==> src/rtl/bba_pkg.sv <==
// Shared constants and types for the buddy block allocator.
package bba_pkg;
	localparam int NumOrders = 8;
	localparam int OrdW = $clog2(NumOrders + 1);
	localparam int AddrW = NumOrders - 1;
	localparam int IdxW = NumOrders;
	localparam int Words = 1 << NumOrders;

	localparam logic [1:0] StDone = 2'd0;
	localparam logic [1:0] StOversize = 2'd1;
	localparam logic [1:0] StNoFree = 2'd2;

	typedef struct packed {
		logic [AddrW-1:0] granted_address;
		logic [1:0] status;
	} result_t;

	function automatic logic [IdxW-1:0] mark_index(input logic [OrdW-1:0] ord,
			input logic [AddrW-1:0] addr);
		logic [IdxW-1:0] base;
		logic [IdxW-1:0] off;
		base = IdxW'(1) << (IdxW'(NumOrders - 1) - IdxW'(ord));
		off = IdxW'(addr >> ord) & (base - IdxW'(1));
		return base | off;
	endfunction
endpackage

==> src/rtl/buddy_block_allocator_unit.sv <==
// Buddy block allocator top level: free-mark memory and sequencer.
// channel | dir | fields
// s_axis  | in  | tdata: cmd, request_size, block_address
// m_axis  | out | tdata: granted_address, status
// An allocate sweeps the mark memory from the order's first index up to the top node,
// reading each mark in SRD and checking it in SCHK, then steps through SPLIT once per
// split level. A free reads the buddy's mark in FRD and checks it in FCHK for each
// merge level.
// After reset a clearing pass over all 2^NumOrders marks runs; no beat is taken then.
// Input is taken whenever the sequencer is idle; a result waiting in the output
// register holds the sequencer in its done state.
module buddy_block_allocator_unit (
	input logic clk,
	input logic arst_n,
	input logic s_axis_tvalid,
	output logic s_axis_tready,
	input logic [15:0] s_axis_tdata, // cmd, request_size, block_address
	output logic m_axis_tvalid,
	input logic m_axis_tready,
	output logic [15:0] m_axis_tdata // granted_address, status, pad
);
	localparam int IW = bba_pkg::IdxW;
	localparam int AW = bba_pkg::AddrW;
	localparam int OW = bba_pkg::OrdW;

	typedef enum logic [2:0] {CLR, IDLE, SRD, SCHK, SPLIT, FRD, FCHK, DONE} st_t;
	st_t st_q;

	logic mem [bba_pkg::Words];
	logic rd_q;
	logic [IW-1:0] ra, wa;
	logic re, we, wd;

	logic [IW-1:0] idx_q;
	logic [OW-1:0] ord_q, k_q;
	logic [AW-1:0] addr_q;
	bba_pkg::result_t res_q;
	bba_pkg::result_t out_q;
	logic outv_q;

	logic cmd_in;
	logic [7:0] size_in;
	logic [AW-1:0] baddr_in;
	logic [OW-1:0] ord_in;
	assign cmd_in = s_axis_tdata[0];
	assign size_in = s_axis_tdata[8:1];
	assign baddr_in = s_axis_tdata[9 +: AW];

	logic [IW:0] idx_nx;
	assign idx_nx = {1'b0, idx_q} + (IW+1)'(1);

	always_comb begin
		ord_in = OW'(bba_pkg::NumOrders);
		for (int i = bba_pkg::NumOrders - 1; i >= 0; i--) begin
			if (9'(size_in) <= (9'(1) << i))
				ord_in = OW'(i);
		end
	end

	always_ff @(posedge clk) begin
		if (we)
			mem[wa] <= wd;
		if (re)
			rd_q <= mem[ra];
	end

	logic [AW-1:0] blk_addr;
	logic [OW-1:0] lvl;
	always_comb begin
		lvl = OW'(bba_pkg::NumOrders - 1);
		for (int i = 0; i < bba_pkg::NumOrders; i++) begin
			if (idx_q[i])
				lvl = OW'(bba_pkg::NumOrders - 1 - i);
		end
		blk_addr = AW'((idx_q & ~(IW'(1) << (IW'(bba_pkg::NumOrders - 1) - IW'(lvl)))) << lvl);
	end

	logic [AW-1:0] bud_addr;
	assign bud_addr = addr_q ^ (AW'(1) << k_q);

	always_comb begin
		re = 1'b0;
		ra = idx_q;
		we = 1'b0;
		wa = idx_q;
		wd = 1'b0;
		case (st_q)
			CLR: begin
				we = 1'b1;
				wd = (idx_q == IW'(1));
			end
			SRD: re = 1'b1;
			SCHK: if (rd_q) we = 1'b1;
			SPLIT: if (k_q > ord_q) begin
				we = 1'b1;
				wd = 1'b1;
				wa = bba_pkg::mark_index(k_q - OW'(1), addr_q ^ (AW'(1) << (k_q - OW'(1))));
			end
			FRD: if (k_q < OW'(bba_pkg::NumOrders - 1)) begin
				re = 1'b1;
				ra = bba_pkg::mark_index(k_q, bud_addr);
			end else begin
				we = 1'b1;
				wd = 1'b1;
				wa = bba_pkg::mark_index(k_q, addr_q);
			end
			FCHK: begin
				we = 1'b1;
				if (rd_q)
					wa = bba_pkg::mark_index(k_q, bud_addr);
				else begin
					wd = 1'b1;
					wa = bba_pkg::mark_index(k_q, addr_q);
				end
			end
			default: ;
		endcase
	end

	assign s_axis_tready = (st_q == IDLE);
	assign m_axis_tvalid = outv_q;
	assign m_axis_tdata = {7'd0, out_q.status, out_q.granted_address};

	always_ff @(posedge clk or negedge arst_n) begin
		if (!arst_n) begin
			st_q <= CLR;
			idx_q <= '0;
			outv_q <= 1'b0;
			ord_q <= '0;
			k_q <= '0;
			addr_q <= '0;
			res_q <= '0;
			out_q <= '0;
		end else begin
			if (st_q == DONE && (!outv_q || m_axis_tready))
				outv_q <= 1'b1;
			else if (m_axis_tready)
				outv_q <= 1'b0;
			case (st_q)
				CLR: begin
					idx_q <= idx_q + IW'(1);
					if (idx_q == IW'(bba_pkg::Words - 1))
						st_q <= IDLE;
				end
				IDLE: if (s_axis_tvalid && s_axis_tready) begin
					ord_q <= ord_in;
					k_q <= ord_in;
					addr_q <= baddr_in & ~((AW'(1) << ord_in) - AW'(1));
					if (ord_in >= OW'(bba_pkg::NumOrders)) begin
						res_q <= '{granted_address: '0, status: bba_pkg::StOversize};
						st_q <= DONE;
					end else begin
						res_q <= '{granted_address: '0, status: bba_pkg::StDone};
						if (!cmd_in) begin
							idx_q <= IW'(1) << (IW'(bba_pkg::NumOrders - 1) - IW'(ord_in));
							st_q <= SRD;
						end else
							st_q <= FRD;
					end
				end
				SRD: st_q <= SCHK;
				SCHK: if (rd_q) begin
					addr_q <= blk_addr;
					k_q <= lvl;
					st_q <= SPLIT;
				end else if (idx_q == IW'(1)) begin
					res_q.status <= bba_pkg::StNoFree;
					st_q <= DONE;
				end else begin
					// past the last node of an order: go to the first node of the next one up
					idx_q <= ((idx_nx[IW-1:0] & idx_q) == IW'(0)) ? IW'(idx_nx >> 2) :
						idx_nx[IW-1:0];
					st_q <= SRD;
				end
				SPLIT: if (k_q > ord_q)
					k_q <= k_q - OW'(1);
				else begin
					res_q.granted_address <= addr_q;
					st_q <= DONE;
				end
				FRD: if (k_q < OW'(bba_pkg::NumOrders - 1))
					st_q <= FCHK;
				else
					st_q <= DONE;
				FCHK: if (rd_q) begin
					addr_q <= addr_q & ~(AW'(1) << k_q);
					k_q <= k_q + OW'(1);
					st_q <= FRD;
				end else
					st_q <= DONE;
				DONE: if (!outv_q || m_axis_tready) begin
					out_q <= res_q;
					st_q <= IDLE;
				end
				default: st_q <= IDLE;
			endcase
		end
	end

	a_accept_leaves_idle: assert property (@(posedge clk) disable iff (!arst_n)
		s_axis_tvalid && s_axis_tready |=> st_q != IDLE) else $error("beat not started");
	a_out_hold: assert property (@(posedge clk) disable iff (!arst_n)
		m_axis_tvalid && !m_axis_tready |=> m_axis_tvalid && $stable(m_axis_tdata))
		else $error("result changed while stalled");
	a_done_valid: assert property (@(posedge clk) disable iff (!arst_n)
		st_q == DONE |=> m_axis_tvalid) else $error("result lost");
	a_status_range: assert property (@(posedge clk) disable iff (!arst_n)
		m_axis_tvalid |-> out_q.status != 2'd3) else $error("bad status");
endmodule
==> config.mk <==
export PLATFORM = sky130hd
export DESIGN_NAME = buddy_block_allocator_unit
export DESIGN_NICKNAME = d
export VERILOG_FILES = /design/src/rtl/bba_pkg.sv /design/src/rtl/buddy_block_allocator_unit.sv
export SDC_FILE = /design/constraint.sdc
export NUM_CORES = 1
export LEC_CHECK = 0
export ABC_AREA = 0
export BUFFER_PORTS_ARGS = -buffer_cell sky130_fd_sc_hd__buf_2
export CAP_MARGIN = 40
export CORE_MARGIN = 5
export CORE_UTILIZATION = 48
export CTS_CLUSTER_SIZE = 20
export DETAILED_ROUTE_END_ITERATION = 8
export RECOVER_POWER = 50
export SYNTH_ARGS = -nofsm -noshare
export SYNTH_HDL_FRONTEND = slang
export SYNTH_SLANG_ARGS = --single-unit
==> constraint.sdc <==
create_clock -name clk -period 13.5 [get_ports clk]
set_input_delay 1.35 -clock clk [delete_from_list [all_inputs] [get_ports clk]]
set_output_delay 1.35 -clock clk [all_outputs]
set_load 0.01 [all_outputs]
==> reports/results.txt <==
At the worst endpoint, the required time is 13.19 ns. Of the synthesized area, sequential elements account for 52.14%. The run gives 85 as the number of library cell types mapped by synthesis. The number of global-route vias before repair is 13,298. The count of nets after finishing was 1,786; the storage element area was 8843 µm².

For the total iterations of the first detailed-routing run, the log shows 6. The dominant register cell in the synthesized netlist was edfxtp_1. The post-layout minimum cycle time works out to 9.060 ns.

The final clock period utilization by the worst path works out to 67.11%. Count of boundary I/O pins: 38. Post-CTS repair changed the size of 0 cells. At the placement stage, the worst setup path has a slack of 7.973 ns. The initial utilization of the core area, before any placement, comes to 48.86%. For the pin count of the biggest net entering global routing, the log shows 257.

The register bit total from synthesis was 302. A synthesized cell averages 9.600 µm². The run gives 4.440 ns as the final worst slack. In this run the clock root is driven by a clkbuf_16. Measured against its own limit, the worst slew margin works out to -198.9%. Number of cell instances on the worst register-to-register path: 10.

The startpoint type of the worst setup path is a flip-flop. The number of setup buffers added after CTS is 0. Global-route wire length before repair: 79,880 µm.

Summed over all nets, the switching power comes to 0.002497 W. Input and output buffers added on the ports amount to 30. Dividing the detail-routed wire length by the instance count gives 23.76 µm. The switching power as a share of total power is 49.08%, and the number of nets still failing antenna checks after routing is 0. The tools report the estimated wirelength of the detail-placed design as 32,800 µm. After clock tree synthesis, the clock-pin slew on the worst setup and hold paths is 0.06 ns. After filler insertion, the fill cell instance count of the layout stands at 3,190. CTS built an H-tree with a depth of 2.

For the worst setup path, the data arrival time is 8.75 ns. The critical path class was flip-flop to flip-flop. The run gives 357 as the count of pins over their slew limit. Counting along the longest clock path gives a buffer depth of 3. For this run, asynchronously set or reset flops after synthesis account for 14.90%.

In this run, CTS created clock tree buffers numbering 35. The tools report the largest clock skew in the final design as 0.01433 ns. The run gives 1,642 as the count of routing violations after the opening detailed-route iteration.

The flow ran to the end, but the final reports show violations. Across the VDD grid, the largest voltage drop is 227.5 µV. Number of vias per cell after detailed routing: 6.342.

The path category of the worst min-delay check is flip-flop to flip-flop. TritonCTS built the clock tree. After detailed routing, the number of remaining DRC violations is 0. In this run, synthesis inferred 257 flip-flops with an integrated enable.

Synthesis produced a netlist whose cell count is 1,767. Area of the core: 34,710 µm². Across all layers, the routed design uses 14,015 vias.

The count of final hold-check violations is 0, and the floorplan die height is 198.0 µm. The tools report the cell-internal power as 0.002590 W. Power density over cell area: 277.0 nW/µm². The logs give 0 for the warning count from the yosys run and 0.54 ns for the clock network latency to the later pin of the worst-skew pair.

The slew of the pin with the lowest slew margin is 4.483 ns, and the count of endpoints failing setup in the final report is 0. The share of power burned in the clock network came out at 17.4%. The final weighted congestion of routability-driven global placement is 0.9438, and the combinational group share of total power is 54.6%. The analysis attributes to cell leakage a power of 6.432 nW. For this design, the sink count on the clock tree is 302. The tools report the total global routing overflow as 0.

For this design, the CTS-stage hold fixing added 0 buffers. The logs give 0 for the number of antenna violations at the first check in global routing and 39,200 µm² for the area of the die. Endpoint class of the critical path: a flip-flop. Of all nets on the critical path, the largest fanout is 256. The count of max-cap constraint violations was 3; the sum of negative setup slack was 0 ns.

The worst hold path was traced through 2 stages. For the timing-limited maximum frequency, the log shows 110.4 MHz. The area of the mapped netlist was 16,960 µm². Wires add up to 52,500 µm.

The footprint of the multi-input gates was 7385 µm²; the width of the die was 198.0 µm. The tools report the floorplan row count as 68. The checks that failed: capacitance limit, slew limit.

Setup repair after global routing left no endpoint under its margin. The proportion of layout cells with a drive suffix above 1 is 8.324%. The overall global routing resource usage was 26.34%. The area growth from synthesis to layout is 8.283%.

Registers are responsible for 28.0% of the overall power.
==> synthesized netlist by cell type (all sizes together) (5+ instances only) <==
library cell | instances | share of area (%)
nor2 | 326 | 7.2
nand3b | 6 | 0.34
inv | 23 | 0.51
a22oi | 14 | 0.62
nor3 | 33 | 0.97
nand4 | 14 | 0.52
xnor2 | 7 | 0.36
and2 | 13 | 0.48
a311oi | 9 | 0.46
clkbuf | 70 | 1.5
o211ai | 10 | 0.44
a31oi | 19 | 0.70
o22ai | 19 | 0.78
a21o | 5 | 0.22
ha | 30 | 2.2
nand2 | 276 | 6.1
nor2b | 18 | 0.66
o221ai | 6 | 0.31
mux2i | 45 | 2.7
edfxtp | 257 | 45
or3 | 5 | 0.18
mux2 | 14 | 0.93
dfrtp | 45 | 6.6
a32oi | 10 | 0.52
xor2 | 6 | 0.35
a221oi | 18 | 0.97
o21ai | 53 | 1.6
nor3b | 7 | 0.40
nand2b | 18 | 0.66
a2111oi | 23 | 1.2
and3 | 32 | 1.2
nor4 | 15 | 0.55
buf | 74 | 2.6
a21boi | 5 | 0.24
a211oi | 22 | 1.0
or2 | 12 | 0.44
a21oi | 92 | 2.7
o21a | 6 | 0.27
nand3 | 45 | 1.3
o31ai | 7 | 0.31
==> power by group through the flow <==
stage,combinational [W],clock [W],sequential [W]
global route,0.00298,0.000937,0.00144
CTS,0.00273,0.000899,0.00138
floorplan,0.00190,0,0.00136
finish,0.00278,0.000885,0.00143
detailed placement,0.00273,0,0.00140
global placement,0.00267,0,0.00140
==> registers in the layout, summed over array words and instances, names as in the netlist <==
name,count
m_axis_tdata,9
mem,256
m_axis_tvalid,1
idx_q,8
k_q,4
ord_q,4
res_q,9
st_q,3
addr_q,7
rd_q,1
==> cells by family (layout without fill, tap and decap cells) <==
group,count (synthesis),after routing,synth area share (%)
fa+ha+maj,31,31,2.272
flops,302,302,52.14
other cells,1,8,0.02211
mux,62,62,3.983
xor+xnor,13,13,0.7155
buf+inv,167,148,4.640
simple gates,830,830,21.52
compound gates,361,361,14.71
==> stage by stage <==
step                utilization (%)  cell area, µm²  hold WS [ns]  std cells  total power, W
finish                        52.91           18370        0.4759       2210        0.005088
global route                  52.91           18370        0.5113       2209        0.005359
CTS                           53.04           18410        0.4812       2209        0.005010
detailed placement            50.06           17380        0.4692       2154        0.004121
global placement              49.80           17290        0.4585       2146        0.004070
floorplan                         -           16990        0.4429       1773        0.003265
==> final cells by class <==
cell class	count	share of cell area [%]
Sequential cell	302	48.15
Multi-Input combinational cell	1304	40.20
Clock buffer	44	5.238
Tap cell	455	3.099
Timing Repair Buffer	70	2.432
Inverter	23	0.4700
Clock inverter	11	0.3951
Antenna cell	1	0.01362
==> critical path, cell delays in order, from the launching register on <==
cell and delay [ns]:
dfrtp_1 0.32, clkbuf_1 1.76, inv_1 0.97, ha_1 0.48, nor2b_1 0.13, o21a_1 0.13
o21ai_0 0.15, a211oi_2 0.26, clkbuf_1 0.47, nand3b_1 0.18, clkbuf_2 2.92
==> path summary, 6_finish.rpt <==
kind	start	end	slack [ns]
worst min register to register	res_q[5]$_DFFE_PN0P_	res_q[5]$_DFFE_PN0P_	0.48
min in group asynchronous	arst_n	idx_q[7]$_DFFE_PN0P_	1.70
worst min-delay path	res_q[5]$_DFFE_PN0P_	res_q[5]$_DFFE_PN0P_	0.48
worst max register to register	k_q[0]$_DFFE_PN0P_	mem[128]$_DFFE_PP_	4.44
worst max-delay path	k_q[0]$_DFFE_PN0P_	mem[128]$_DFFE_PP_	4.44
max in group asynchronous	arst_n	m_axis_tdata[6]$_DFFE_PN0P_	10.31
==> layer usage <==
layer / track usage, % / wire length (µm)
met5: 0 / 0
met4: 7.702 / 1290
met3: 5.020 / 4795
met2: 38.82 / 22720
met1: 39.75 / 23690
==> layout by cell type (no fill, tap or decap), types with 9 or more instances in the layout <==
cell type,count
a32oi_1,10
ha_1,30
a211oi_1,21
o211ai_1,10
buf_2,20
dfrtp_1,45
nand3_1,45
nor2b_1,18
buf_4,27
a2111oi_0,21
nor4_1,15
mux2_2,14
o21ai_0,49
or2_2,12
clkbuf_1,22
o22ai_1,18
a221oi_1,17
inv_1,23
nand2_1,273
mux2i_1,45
nor3_1,32
nand4_1,14
a311oi_1,9
edfxtp_1,257
nand2b_1,18
and2_1,10
nor2_1,326
and3_1,32
clkbuf_16,37
a31oi_1,19
a22oi_1,14
a21oi_1,92
Note: power is estimated with default switching activity, not from simulation.
